File: src/design/psd_pkg.sv
`timescale 1ns / 1ps

package psd_pkg;

    // Shared divider geometry
    localparam int DIV_DW = 48;
    localparam int DIV_SW = 32;
    localparam int DIV_CW = 6;
    localparam logic [DIV_CW-1:0] DIV_LAST = DIV_CW'(DIV_DW - 1);

    localparam int SYM_W   = 9;
    localparam int WHOLE_W = 30;
    localparam int FRAC_W  = 15;
    localparam int SC_W    = 23;
    localparam int ACC_W   = 53;

    // Bit 8 set marks the end of the text
    localparam logic [SYM_W-1:0] SYM_END = 9'h100;

    localparam logic [7:0] CH_SPACE = 8'h20;
    localparam logic [7:0] CH_COMMA = 8'h2C;
    localparam logic [7:0] CH_MINUS = 8'h2D;
    localparam logic [7:0] CH_DOT   = 8'h2E;
    localparam logic [7:0] CH_ZERO  = 8'h30;
    localparam logic [7:0] CH_NINE  = 8'h39;

    localparam logic [SC_W-1:0]    INCH_SP     = 23'd4736286;
    localparam logic [WHOLE_W-1:0] WHOLE_LIMIT = 30'd100000000;
    localparam logic [ACC_W-1:0]   SCALED_MAX  = 53'h4000_0000;

    localparam logic [1:0] CFG_DPI    = 2'd0;
    localparam logic [1:0] CFG_SHRINK = 2'd1;

    typedef struct packed {
        logic              start;
        logic [DIV_DW-1:0] dividend;
        logic [DIV_SW-1:0] divisor;
    } t_div_req;

    typedef struct packed {
        logic              done;
        logic [DIV_DW-1:0] quot;
        logic [DIV_SW-1:0] rem;
    } t_div_rsp;

    typedef struct packed {
        logic            hit;
        logic [SC_W-1:0] sc;
    } t_unit_hit;

    // Scaled points per unit for the two-letter unit names
    function automatic t_unit_hit unit_lookup(input logic [7:0] c1, input logic [7:0] c2);
        t_unit_hit u;
        u.hit = 1'b1;
        u.sc  = INCH_SP;
        unique case ({c1, c2})
            "cm":    u.sc = 23'd1864680;
            "pt":    u.sc = 23'd65536;
            "pc":    u.sc = 23'd786432;
            "mm":    u.sc = 23'd186468;
            "sp":    u.sc = 23'd1;
            "bp":    u.sc = 23'd65782;
            "dd":    u.sc = 23'd70124;
            "cc":    u.sc = 23'd841489;
            "in":    u.sc = INCH_SP;
            default: u.hit = 1'b0;
        endcase
        return u;
    endfunction

endpackage

File: src/design/psd_div.sv
`timescale 1ns / 1ps

module psd_div (
    input  logic               i_clk,
    input  logic               i_rst_n,
    input  psd_pkg::t_div_req  i_req,
    output psd_pkg::t_div_rsp  o_rsp
);

    logic                         r_busy;
    logic                         r_done;
    logic [psd_pkg::DIV_CW-1:0]   r_cnt;
    logic [psd_pkg::DIV_DW-1:0]   r_dvd;
    logic [psd_pkg::DIV_SW-1:0]   r_rem;
    logic [psd_pkg::DIV_SW-1:0]   r_dsr;
    logic [psd_pkg::DIV_SW:0]     rem_sh;
    logic [psd_pkg::DIV_SW:0]     diff;
    logic                         ge;

    always_comb begin
        rem_sh = {r_rem, r_dvd[psd_pkg::DIV_DW-1]};
        diff   = rem_sh - {1'b0, r_dsr};
        ge     = rem_sh >= {1'b0, r_dsr};
    end

    // Restoring division, one quotient bit per cycle
    always_ff @(posedge i_clk) begin
        if (!i_rst_n) begin
            r_busy <= 1'b0;
            r_done <= 1'b0;
            r_cnt  <= '0;
        end else begin
            r_done <= 1'b0;
            if (i_req.start) begin
                r_busy <= 1'b1;
                r_cnt  <= '0;
                r_dvd  <= i_req.dividend;
                r_dsr  <= i_req.divisor;
                r_rem  <= '0;
            end else if (r_busy) begin
                r_rem <= ge ? diff[psd_pkg::DIV_SW-1:0] : rem_sh[psd_pkg::DIV_SW-1:0];
                r_dvd <= {r_dvd[psd_pkg::DIV_DW-2:0], ge};
                r_cnt <= r_cnt + 1'b1;
                if (r_cnt == psd_pkg::DIV_LAST) begin
                    r_busy <= 1'b0;
                    r_done <= 1'b1;
                end
            end
        end
    end

    assign o_rsp.done = r_done;
    assign o_rsp.quot = r_dvd;
    assign o_rsp.rem  = r_rem;

endmodule

File: src/design/paper_size_string_to_dots_unit.sv
`timescale 1ns / 1ps
// A character is registered, then passes through one to six parse steps; closing a
// dimension takes three shared-divider passes and five multiplies.
// Throughput: one character at a time, input not ready until it is used up; the result
// waits in an output register while the next text is taken.
// Reset (synchronous, active low) clears the parser and output valid, and sets
// dots_per_inch to 300 and shrink_factor to 1.
module paper_size_string_to_dots_unit (
    input  logic        i_clk,
    input  logic        i_rst_n,
    input  logic        i_valid,
    output logic        o_ready,
    input  logic [7:0]  i_ch,
    input  logic        i_last,
    output logic        o_valid,
    input  logic        i_ready,
    output logic signed [31:0] o_width_dots,
    output logic signed [31:0] o_height_dots,
    output logic        o_overflow,
    output logic        o_defaults_used,
    input  logic        i_cfg_valid,
    output logic        o_cfg_ready,
    input  logic [1:0]  i_cfg_index,
    input  logic [15:0] i_cfg_data
);

    localparam logic [3:0] ST_IDLE = 4'd0;
    localparam logic [3:0] ST_STEP = 4'd1;
    localparam logic [3:0] ST_EMIT = 4'd2;
    localparam logic [3:0] ST_D1S  = 4'd3;
    localparam logic [3:0] ST_D1W  = 4'd4;
    localparam logic [3:0] ST_M1   = 4'd5;
    localparam logic [3:0] ST_M2   = 4'd6;
    localparam logic [3:0] ST_M3   = 4'd7;
    localparam logic [3:0] ST_D2S  = 4'd8;
    localparam logic [3:0] ST_D2W  = 4'd9;
    localparam logic [3:0] ST_M4   = 4'd10;
    localparam logic [3:0] ST_M5   = 4'd11;
    localparam logic [3:0] ST_D3S  = 4'd12;
    localparam logic [3:0] ST_D3W  = 4'd13;

    localparam logic [3:0] PH_LEAD = 4'd0;
    localparam logic [3:0] PH_SIGN = 4'd1;
    localparam logic [3:0] PH_INT0 = 4'd2;
    localparam logic [3:0] PH_INT  = 4'd3;
    localparam logic [3:0] PH_DOT  = 4'd4;
    localparam logic [3:0] PH_FRAC = 4'd5;
    localparam logic [3:0] PH_USP  = 4'd6;
    localparam logic [3:0] PH_U1   = 4'd7;
    localparam logic [3:0] PH_U2   = 4'd8;
    localparam logic [3:0] PH_SEP  = 4'd9;
    localparam logic [3:0] PH_DONE = 4'd10;

    localparam logic [1:0] POST_KEEP    = 2'd0;
    localparam logic [1:0] POST_CONSUME = 2'd1;
    localparam logic [1:0] POST_SWAP    = 2'd2;

    logic [3:0]                    r_state;
    logic [3:0]                    r_phase;
    logic [psd_pkg::SYM_W-1:0]     r_sym;
    logic [psd_pkg::SYM_W-1:0]     r_nxt;
    logic                          r_nxt_v;
    logic                          r_last;
    logic                          r_end_fed;
    logic                          r_dim;
    logic                          r_neg;
    logic [psd_pkg::WHOLE_W-1:0]   r_whole;
    logic [psd_pkg::FRAC_W-1:0]    r_fn;
    logic [psd_pkg::FRAC_W-1:0]    r_fd;
    logic [7:0]                    r_ufc;
    logic [31:0]                   r_res1;
    logic [31:0]                   r_res2;
    logic                          r_ovf;
    logic                          r_def;
    logic [1:0]                    r_post;
    logic [psd_pkg::SC_W-1:0]      r_sc;
    logic [psd_pkg::SC_W-1:0]      r_q;
    logic [psd_pkg::FRAC_W-1:0]    r_rm;
    logic [63:0]                   r_prod;
    logic [psd_pkg::ACC_W-1:0]     r_acc;
    logic [15:0]                   r_dpi;
    logic [7:0]                    r_sh;
    logic                          r_ovalid;
    logic [31:0]                   r_owidth;
    logic [31:0]                   r_oheight;
    logic                          r_oovf;
    logic                          r_odef;

    logic [7:0]                    sym_ch;
    logic                          sym_end;
    logic                          is_dig;
    logic [3:0]                    dig;
    psd_pkg::t_unit_hit            uhit;
    logic                          unit_ok;
    logic                          adv_end;
    logic [3:0]                    adv_state;
    logic [psd_pkg::SYM_W-1:0]     adv_sym;
    logic [31:0]                   mul_a;
    logic [31:0]                   mul_b;
    logic [63:0]                   prod_full;
    logic [psd_pkg::ACC_W:0]       sum;
    logic [7:0]                    sh_eff;
    logic [31:0]                   dres;
    psd_pkg::t_div_req             div_req;
    psd_pkg::t_div_rsp             div_rsp;

    psd_div u_div (
        .i_clk   (i_clk),
        .i_rst_n (i_rst_n),
        .i_req   (div_req),
        .o_rsp   (div_rsp)
    );

    always_comb begin
        sym_ch  = r_sym[7:0];
        sym_end = r_sym[8];
        is_dig  = !sym_end && sym_ch >= psd_pkg::CH_ZERO && sym_ch <= psd_pkg::CH_NINE;
        dig     = sym_ch[3:0];
        uhit    = psd_pkg::unit_lookup(r_ufc, sym_ch);
        unit_ok = uhit.hit && !sym_end;

        // Next symbol after the current one is used up
        adv_end   = !r_nxt_v && r_last && !r_end_fed;
        adv_sym   = r_nxt_v ? r_nxt : psd_pkg::SYM_END;
        if (r_nxt_v || adv_end) begin
            adv_state = ST_STEP;
        end else if (r_last) begin
            adv_state = ST_EMIT;
        end else begin
            adv_state = ST_IDLE;
        end

        sh_eff = (r_sh == 8'd0) ? 8'd1 : r_sh;

        unique case (r_state)
            ST_M1: begin
                mul_a = 32'(r_whole);
                mul_b = 32'(r_sc);
            end
            ST_M2: begin
                mul_a = 32'(r_fn);
                mul_b = 32'(r_q);
            end
            ST_M3: begin
                mul_a = 32'(r_rm);
                mul_b = 32'(r_fn);
            end
            ST_M4: begin
                mul_a = 32'(r_acc[30:0]);
                mul_b = 32'(r_dpi);
            end
            ST_M5: begin
                mul_a = 32'(sh_eff);
                mul_b = 32'(psd_pkg::INCH_SP);
            end
            default: begin
                mul_a = '0;
                mul_b = '0;
            end
        endcase
        prod_full = mul_a * mul_b;

        sum = {1'b0, r_acc} + {1'b0, r_prod[psd_pkg::ACC_W-1:0]};

        div_req.start = (r_state == ST_D1S) || (r_state == ST_D2S) || (r_state == ST_D3S);
        unique case (r_state)
            ST_D1S: begin
                div_req.dividend = psd_pkg::DIV_DW'(r_sc);
                div_req.divisor  = psd_pkg::DIV_SW'(r_fd);
            end
            ST_D2S: begin
                div_req.dividend = psd_pkg::DIV_DW'({r_prod[29:0], 1'b0})
                                 + psd_pkg::DIV_DW'(r_fd);
                div_req.divisor  = psd_pkg::DIV_SW'({r_fd, 1'b0});
            end
            default: begin
                div_req.dividend = r_acc[psd_pkg::DIV_DW-1:0];
                div_req.divisor  = r_prod[psd_pkg::DIV_SW-1:0];
            end
        endcase

        dres = r_neg ? (32'd0 - div_rsp.quot[31:0]) : div_rsp.quot[31:0];
    end

    // Configuration registers
    always_ff @(posedge i_clk) begin
        if (!i_rst_n) begin
            r_dpi <= 16'd300;
            r_sh  <= 8'd1;
        end else if (i_cfg_valid) begin
            if (i_cfg_index == psd_pkg::CFG_DPI) begin
                r_dpi <= i_cfg_data;
            end else if (i_cfg_index == psd_pkg::CFG_SHRINK) begin
                r_sh <= i_cfg_data[7:0];
            end
        end
    end

    always_ff @(posedge i_clk) begin
        if (!i_rst_n) begin
            r_state   <= ST_IDLE;
            r_phase   <= PH_LEAD;
            r_nxt_v   <= 1'b0;
            r_last    <= 1'b0;
            r_end_fed <= 1'b0;
            r_dim     <= 1'b0;
            r_neg     <= 1'b0;
            r_whole   <= '0;
            r_fn      <= '0;
            r_fd      <= 15'd1;
            r_ufc     <= '0;
            r_res1    <= '0;
            r_res2    <= '0;
            r_ovf     <= 1'b0;
            r_def     <= 1'b0;
            r_post    <= POST_KEEP;
            r_ovalid  <= 1'b0;
        end else begin
            if (r_ovalid && i_ready && r_state != ST_EMIT) begin
                r_ovalid <= 1'b0;
            end
            unique case (r_state)
                ST_IDLE: begin
                    if (i_valid) begin
                        r_sym   <= {1'b0, i_ch};
                        r_last  <= i_last;
                        r_nxt_v <= 1'b0;
                        r_state <= ST_STEP;
                    end
                end
                ST_STEP: begin
                    unique case (r_phase)
                        PH_LEAD: begin
                            if (!sym_end && sym_ch == psd_pkg::CH_SPACE) begin
                                r_state   <= adv_state;
                                r_sym     <= adv_sym;
                                r_nxt_v   <= 1'b0;
                                r_end_fed <= r_end_fed | adv_end;
                            end else begin
                                r_phase <= PH_SIGN;
                            end
                        end
                        PH_SEP: begin
                            if (!sym_end && (sym_ch == psd_pkg::CH_SPACE ||
                                             sym_ch == psd_pkg::CH_COMMA)) begin
                                r_state   <= adv_state;
                                r_sym     <= adv_sym;
                                r_nxt_v   <= 1'b0;
                                r_end_fed <= r_end_fed | adv_end;
                            end else begin
                                r_phase <= PH_SIGN;
                            end
                        end
                        PH_SIGN: begin
                            r_phase <= PH_INT0;
                            if (!sym_end && sym_ch == psd_pkg::CH_MINUS) begin
                                r_neg     <= 1'b1;
                                r_state   <= adv_state;
                                r_sym     <= adv_sym;
                                r_nxt_v   <= 1'b0;
                                r_end_fed <= r_end_fed | adv_end;
                            end
                        end
                        PH_INT0: begin
                            if (is_dig) begin
                                r_whole   <= psd_pkg::WHOLE_W'(dig);
                                r_phase   <= PH_INT;
                                r_state   <= adv_state;
                                r_sym     <= adv_sym;
                                r_nxt_v   <= 1'b0;
                                r_end_fed <= r_end_fed | adv_end;
                            end else begin
                                // no number given: assume ten
                                r_whole <= psd_pkg::WHOLE_W'(10);
                                r_def   <= 1'b1;
                                r_phase <= PH_DOT;
                            end
                        end
                        PH_INT: begin
                            if (is_dig) begin
                                if (r_whole > psd_pkg::WHOLE_LIMIT) begin
                                    r_ovf <= 1'b1;
                                end else begin
                                    r_whole <= psd_pkg::WHOLE_W'(r_whole * 4'd10)
                                             + psd_pkg::WHOLE_W'(dig);
                                end
                                r_state   <= adv_state;
                                r_sym     <= adv_sym;
                                r_nxt_v   <= 1'b0;
                                r_end_fed <= r_end_fed | adv_end;
                            end else begin
                                r_phase <= PH_DOT;
                            end
                        end
                        PH_DOT: begin
                            if (!sym_end && sym_ch == psd_pkg::CH_DOT) begin
                                r_phase   <= PH_FRAC;
                                r_state   <= adv_state;
                                r_sym     <= adv_sym;
                                r_nxt_v   <= 1'b0;
                                r_end_fed <= r_end_fed | adv_end;
                            end else begin
                                r_phase <= PH_USP;
                            end
                        end
                        PH_FRAC: begin
                            if (is_dig) begin
                                if (r_fd <= 15'd1000) begin
                                    r_fd <= psd_pkg::FRAC_W'(r_fd * 4'd10);
                                    r_fn <= psd_pkg::FRAC_W'(r_fn * 4'd10)
                                          + psd_pkg::FRAC_W'(dig);
                                end else if (r_fd == 15'd10000) begin
                                    // half-digit step
                                    r_fd <= 15'd20000;
                                    r_fn <= {r_fn[psd_pkg::FRAC_W-2:0], 1'b0}
                                          + psd_pkg::FRAC_W'(dig >= 4'd5);
                                end
                                r_state   <= adv_state;
                                r_sym     <= adv_sym;
                                r_nxt_v   <= 1'b0;
                                r_end_fed <= r_end_fed | adv_end;
                            end else begin
                                r_phase <= PH_USP;
                            end
                        end
                        PH_USP: begin
                            if (!sym_end && sym_ch == psd_pkg::CH_SPACE) begin
                                r_state   <= adv_state;
                                r_sym     <= adv_sym;
                                r_nxt_v   <= 1'b0;
                                r_end_fed <= r_end_fed | adv_end;
                            end else begin
                                r_phase <= PH_U1;
                            end
                        end
                        PH_U1: begin
                            if (sym_end) begin
                                r_def   <= 1'b1;
                                r_sc    <= psd_pkg::INCH_SP;
                                r_post  <= POST_KEEP;
                                r_state <= ST_D1S;
                            end else begin
                                r_ufc     <= sym_ch;
                                r_phase   <= PH_U2;
                                r_state   <= adv_state;
                                r_sym     <= adv_sym;
                                r_nxt_v   <= 1'b0;
                                r_end_fed <= r_end_fed | adv_end;
                            end
                        end
                        PH_U2: begin
                            if (unit_ok) begin
                                r_sc   <= uhit.sc;
                                r_post <= POST_CONSUME;
                            end else begin
                                // unknown unit: inches, then re-read both characters
                                r_def  <= 1'b1;
                                r_sc   <= psd_pkg::INCH_SP;
                                r_post <= POST_SWAP;
                            end
                            r_state <= ST_D1S;
                        end
                        default: begin
                            r_state   <= adv_state;
                            r_sym     <= adv_sym;
                            r_nxt_v   <= 1'b0;
                            r_end_fed <= r_end_fed | adv_end;
                        end
                    endcase
                end
                ST_D1S: r_state <= ST_D1W;
                ST_D1W: begin
                    if (div_rsp.done) begin
                        r_q     <= div_rsp.quot[psd_pkg::SC_W-1:0];
                        r_rm    <= div_rsp.rem[psd_pkg::FRAC_W-1:0];
                        r_state <= ST_M1;
                    end
                end
                ST_M1: begin
                    r_prod  <= prod_full;
                    r_state <= ST_M2;
                end
                ST_M2: begin
                    r_acc   <= r_prod[psd_pkg::ACC_W-1:0];
                    r_prod  <= prod_full;
                    r_state <= ST_M3;
                end
                ST_M3: begin
                    if (sum > (psd_pkg::ACC_W+1)'(psd_pkg::SCALED_MAX)) begin
                        r_ovf <= 1'b1;
                        r_acc <= psd_pkg::SCALED_MAX;
                    end else begin
                        r_acc <= sum[psd_pkg::ACC_W-1:0];
                    end
                    r_prod  <= prod_full;
                    r_state <= ST_D2S;
                end
                ST_D2S: r_state <= ST_D2W;
                ST_D2W: begin
                    if (div_rsp.done) begin
                        r_acc   <= r_acc + psd_pkg::ACC_W'(div_rsp.quot);
                        r_state <= ST_M4;
                    end
                end
                ST_M4: begin
                    r_prod  <= prod_full;
                    r_state <= ST_M5;
                end
                ST_M5: begin
                    r_acc   <= psd_pkg::ACC_W'(r_prod[psd_pkg::DIV_DW-1:0]);
                    r_prod  <= prod_full;
                    r_state <= ST_D3S;
                end
                ST_D3S: r_state <= ST_D3W;
                ST_D3W: begin
                    if (div_rsp.done) begin
                        if (!r_dim) begin
                            r_res1  <= dres;
                            r_dim   <= 1'b1;
                            r_phase <= PH_SEP;
                        end else begin
                            r_res2  <= dres;
                            r_phase <= PH_DONE;
                        end
                        r_neg   <= 1'b0;
                        r_whole <= '0;
                        r_fn    <= '0;
                        r_fd    <= 15'd1;
                        r_ufc   <= '0;
                        unique case (r_post)
                            POST_CONSUME: begin
                                r_state   <= adv_state;
                                r_sym     <= adv_sym;
                                r_nxt_v   <= 1'b0;
                                r_end_fed <= r_end_fed | adv_end;
                            end
                            POST_SWAP: begin
                                r_nxt   <= r_sym;
                                r_nxt_v <= 1'b1;
                                r_sym   <= {1'b0, r_ufc};
                                r_state <= ST_STEP;
                            end
                            default: r_state <= ST_STEP;
                        endcase
                    end
                end
                ST_EMIT: begin
                    // hold until the output register is free
                    if (!r_ovalid || i_ready) begin
                        r_ovalid  <= 1'b1;
                        r_owidth  <= r_res1;
                        r_oheight <= r_res2;
                        r_oovf    <= r_ovf;
                        r_odef    <= r_def;
                        r_phase   <= PH_LEAD;
                        r_dim     <= 1'b0;
                        r_neg     <= 1'b0;
                        r_whole   <= '0;
                        r_fn      <= '0;
                        r_fd      <= 15'd1;
                        r_ufc     <= '0;
                        r_res1    <= '0;
                        r_res2    <= '0;
                        r_ovf     <= 1'b0;
                        r_def     <= 1'b0;
                        r_last    <= 1'b0;
                        r_end_fed <= 1'b0;
                        r_nxt_v   <= 1'b0;
                        r_state   <= ST_IDLE;
                    end
                end
                default: r_state <= ST_IDLE;
            endcase
        end
    end

    assign o_ready         = (r_state == ST_IDLE);
    assign o_cfg_ready     = 1'b1;
    assign o_valid         = r_ovalid;
    assign o_width_dots    = r_owidth;
    assign o_height_dots   = r_oheight;
    assign o_overflow      = r_oovf;
    assign o_defaults_used = r_odef;

endmodule
File: config.mk
export PLATFORM = sky130hd
export DESIGN_NAME = paper_size_string_to_dots_unit
export DESIGN_NICKNAME = d
export VERILOG_FILES = /design/src/design/psd_pkg.sv /design/src/design/psd_div.sv /design/src/design/paper_size_string_to_dots_unit.sv
export SDC_FILE = /design/constraint.sdc
export NUM_CORES = 2
export LEC_CHECK = 0
export ABC_AREA = 1
export BUFFER_PORTS_ARGS = -buffer_cell sky130_fd_sc_hd__buf_4
export CORE_MARGIN = 5
export CORE_UTILIZATION = 60
export CTS_BUF_LIST = sky130_fd_sc_hd__clkbuf_16
export DETAILED_ROUTE_END_ITERATION = 8
export HOLD_SLACK_MARGIN = 0.06
export PLACE_DENSITY = 0.87
export SYNTH_ARGS = -nofsm -noshare
export SYNTH_HDL_FRONTEND = slang
export SYNTH_SLANG_ARGS = --single-unit
File: constraint.sdc
create_clock -name i_clk -period 7.6 [get_ports i_clk]
set_input_delay 0.38 -clock i_clk [delete_from_list [all_inputs] [get_ports i_clk]]
set_output_delay 0.38 -clock i_clk [all_outputs]
set_load 0.01 [all_outputs]
==> metrics.txt <==
CP max stage delay=0.67 ns; switching part of the total=0.367; Vias=59,500; Overall Power=0.00922 W; final hold viol count=0; global-route wire length before repair=roughly 330,000 µm; detailed placer's ending HPWL=roughly 180,000 µm; total grt overflow=0; top cells by area, synth=fa_1 (20%), edfxtp_1 (18%), nand2_1 (12%); Num CTS Buffers=55; DR pass1 iterations=7; FFs w/ async S/R, synth=0; r2r setup slk=-0.29 ns; final net count=9,645; CP max FO=5; fmax=127 MHz; minimum clock period=slightly below 8 ns; Largest regs=r_acc: 53 flops, r_prod: 53 flops, u_div.r_dvd: 48 flops; Setup TNS Final=-3.76 ns; routed vias/inst=between 5 and 6; # DRC=0; clk sink count=approximately 540; Die X=328 µm; Worst Setup EP=r_prod[42]; synthesized cell area=~0.061 mm²; Int Pwr=around 0.0058 W; io pins=101; Primary FF master, synth=edfxtp_1; Final setup viols=23; initial cell density of the core=0.604; Synth Area per Inst=approximately 7.5 µm²; CP startpoint=r_state[2]; status=finished, violations left; die outline area=0.107 mm²; CTS tree=yes; Critical Path Start Type=register; maximum clock path buffer count=3; largest net degree at the start of global routing=96; final-report max-slew violation count=0; initial antenna violation count=4; Worst Path Required=8.04 ns; Syn Inst Count=about 8,000; final worst slack=-0.294 ns; Clock H-tree levels=2; site row count=116; power per cell area=between 100 and 150 mW/mm²; Total Wirelength=approximately 230,000 µm; Final Wtd Congestion=roughly 1.1; Final period util=1.04; reg2reg start=r_state[2]; NetSw=0.00338 W; # port buffers=99; RSZ-0062 raised after global routing=yes; #FFs+latches synth=541; number of synthesized flops with an enable pin=between 300 and 400; worst r2r path cells=33; failing checks=negative setup slack; Hold WC Path Type=input pin to register; Most common cell on crit path=buf_4; clk root buf=clkbuf_16; initial DRC count=roughly 6,600; area leader, netlist=fa_1; post-route clock skew=0.0273 ns; Worst EP arrival=between 8 and 9 ns; max_cap viols=0; fraction of layout cells with a size suffix above 1=0.135; Worst setup EP type=register; top-area cell type share of the netlist area=0.203; static leakage=34.0 nW; Worst-Skew Late Latency=roughly 0.66 ns; register area share after synthesis=0.238; reg2reg end=r_prod[42]; maximum VDD drop=~0.0002 V; DR WL/cell=~23 µm; slowest stage cell, crit path=fa_2; core region area=about 0.1 mm²; vias in the first global route=58,000; Die Y=328 µm; Clk pin slew, worst setup/hold paths=roughly 0.06 ns; sequential fraction of design power=0.394; clock share of power=0.314; critical path type=register to register; yosys warns=0; post-route ant nets=0; synth-to-layout area growth=17.6%; Comb pwr share=0.291; Worst Max-Slew Pin Slew=about 1.2 ns; Total GRT Usage=0.395; Rel. slew slack=0.169; Netlist cell types=65
==> synth_stat cells (24+ instances only) <==
library cell,instances
nor3_1,76
fa_1,614
nand4_1,79
clkbuf_1,147
o21ai_0,408
o21a_1,27
inv_1,1605
xor2_1,83
dfxtp_1,182
nand2_1,1923
o221ai_1,27
nor4_1,29
nand3_1,265
nor2_1,685
a211oi_1,27
a31oi_1,42
xnor2_1,54
edfxtp_1,359
inv_2,25
nand3b_1,31
buf_2,61
ha_1,423
a21oi_1,575
a221oi_1,24
==> power by group through the flow <==
stage	sequential [W]	clock [W]	combinational, W
2_1_floorplan	0.00357	0	0.00178
3_3_place_gp	0.00367	0	0.00250
3_5_place_dp	0.00367	0	0.00256
4_1_cts	0.00361	0.00289	0.00260
5_1_grt	0.00364	0.00302	0.00296
6_report	0.00364	0.00290	0.00269
==> routing by layer <==
metal	vias up	share of wire	wire length, µm	track usage
li1	26600	-	-	-
met1	28000	0.35	79600	0.489
met2	3832	0.45	100000	0.642
met3	1080	0.12	27200	0.0936
met4	4	0.079	17800	0.220
met5	-	0.00012	27	0
==> worst min path at each step <==
| stage | from | to | slack [ns] | cells after the start |
|---|---|---|---|---|
| final | i_ch[7] | r_sym[7] | 0.09 | 3 |
| after global routing | i_ch[7] | r_sym[7] | 0.11 | 3 |
| after CTS | i_ch[7] | r_sym[7] | 0.06 | 3 |
| after detailed placement | r_res2[11] | o_height_dots[11] | 0.41 | 0 |
| after global placement | r_res2[14] | o_height_dots[14] | 0.41 | 0 |
| after floorplan | r_res2[10] | o_height_dots[10] | 0.40 | 0 |
==> area by class of cell <==
cell class	instances	area (µm²)
clock inverter	45	453
sequential	541	14400
multi-input combinational	5642	40500
fill	7639	29000
inverter	1642	6210
clock buffer	58	1450
antenna	1	2.50
tap	1298	1620
timing repair buffer	694	6480
==> timing repair <==
action                                 4_1_cts  5_1_grt
gates cloned                                 2        9
setup endpoints to repair                   29       33
gates resized for setup                    106      373
hold buffers                                23        0
pin swaps                                   22      140
buffers inserted                             9       75
endpoints found under the hold margin       28        0
==> layout by cell type (no fill, tap or decap), types with 27 or more instances in the layout <==
cell          n
nor4_1       28
xor2_1       82
o21ai_0     374
nand3_1     262
o21a_1       27
nor2_1      648
nor3_1       72
xnor2_1      53
a211oi_1     27
edfxtp_1    359
nor2_4       28
buf_4       545
dfxtp_1     178
nand2_2      44
fa_2         31
nand3b_1     31
buf_12       65
nand2_1    1874
buf_6        44
fa_1        583
inv_1      1543
a31oi_1      33
ha_1        397
inv_2        81
clkbuf_16    67
nand4_1      79
a21oi_1     526
a21oi_2      41
==> worst max-delay path, delay by kind of cell, from the launching register on <==
kind / cells / cell delay (ns)
flops: 1 / 0.37
xor+xnor: 1 / 0.29
fa+ha+maj: 8 / 3.95
buf+inv: 14 / 1.63
simple gates: 6 / 0.85
compound gates: 4 / 0.59
==> kinds of logic (layout without fill, tap and decap cells) <==
| family | Yosys count | after routing | synth area share |
|---|---|---|---|
| and+or+nand+nor | 3142 | 3142 | 0.212 |
| buffers and inverters | 1868 | 2439 | 0.118 |
| AOI/OAI and AO/OA | 1302 | 1302 | 0.121 |
| adders and majority gates | 1037 | 1037 | 0.291 |
| DFF | 541 | 541 | 0.238 |
| xor gates and xnor gates | 139 | 139 | 0.0204 |
| other | 2 | 23 | 0.000124 |
==> metrics by stage <==
| step | setup slack, ns | util | std cells | hold WS, ns | instance area (µm²) |
|---|---|---|---|---|---|
| after floorplan | 0.0151 | - | 8051 | 0.403 | 60600 |
| after global placement | -0.192 | 0.663 | 9702 | 0.409 | 66400 |
| after detailed placement | -0.402 | 0.663 | 9702 | 0.409 | 66400 |
| after CTS | -0.00777 | 0.689 | 9838 | 0.0647 | 69000 |
| after global routing | -0.393 | 0.711 | 9920 | 0.108 | 71200 |
| final | -0.294 | 0.711 | 9921 | 0.0863 | 71200 |
No activity file was read; power rests on OpenSTA's default activity.
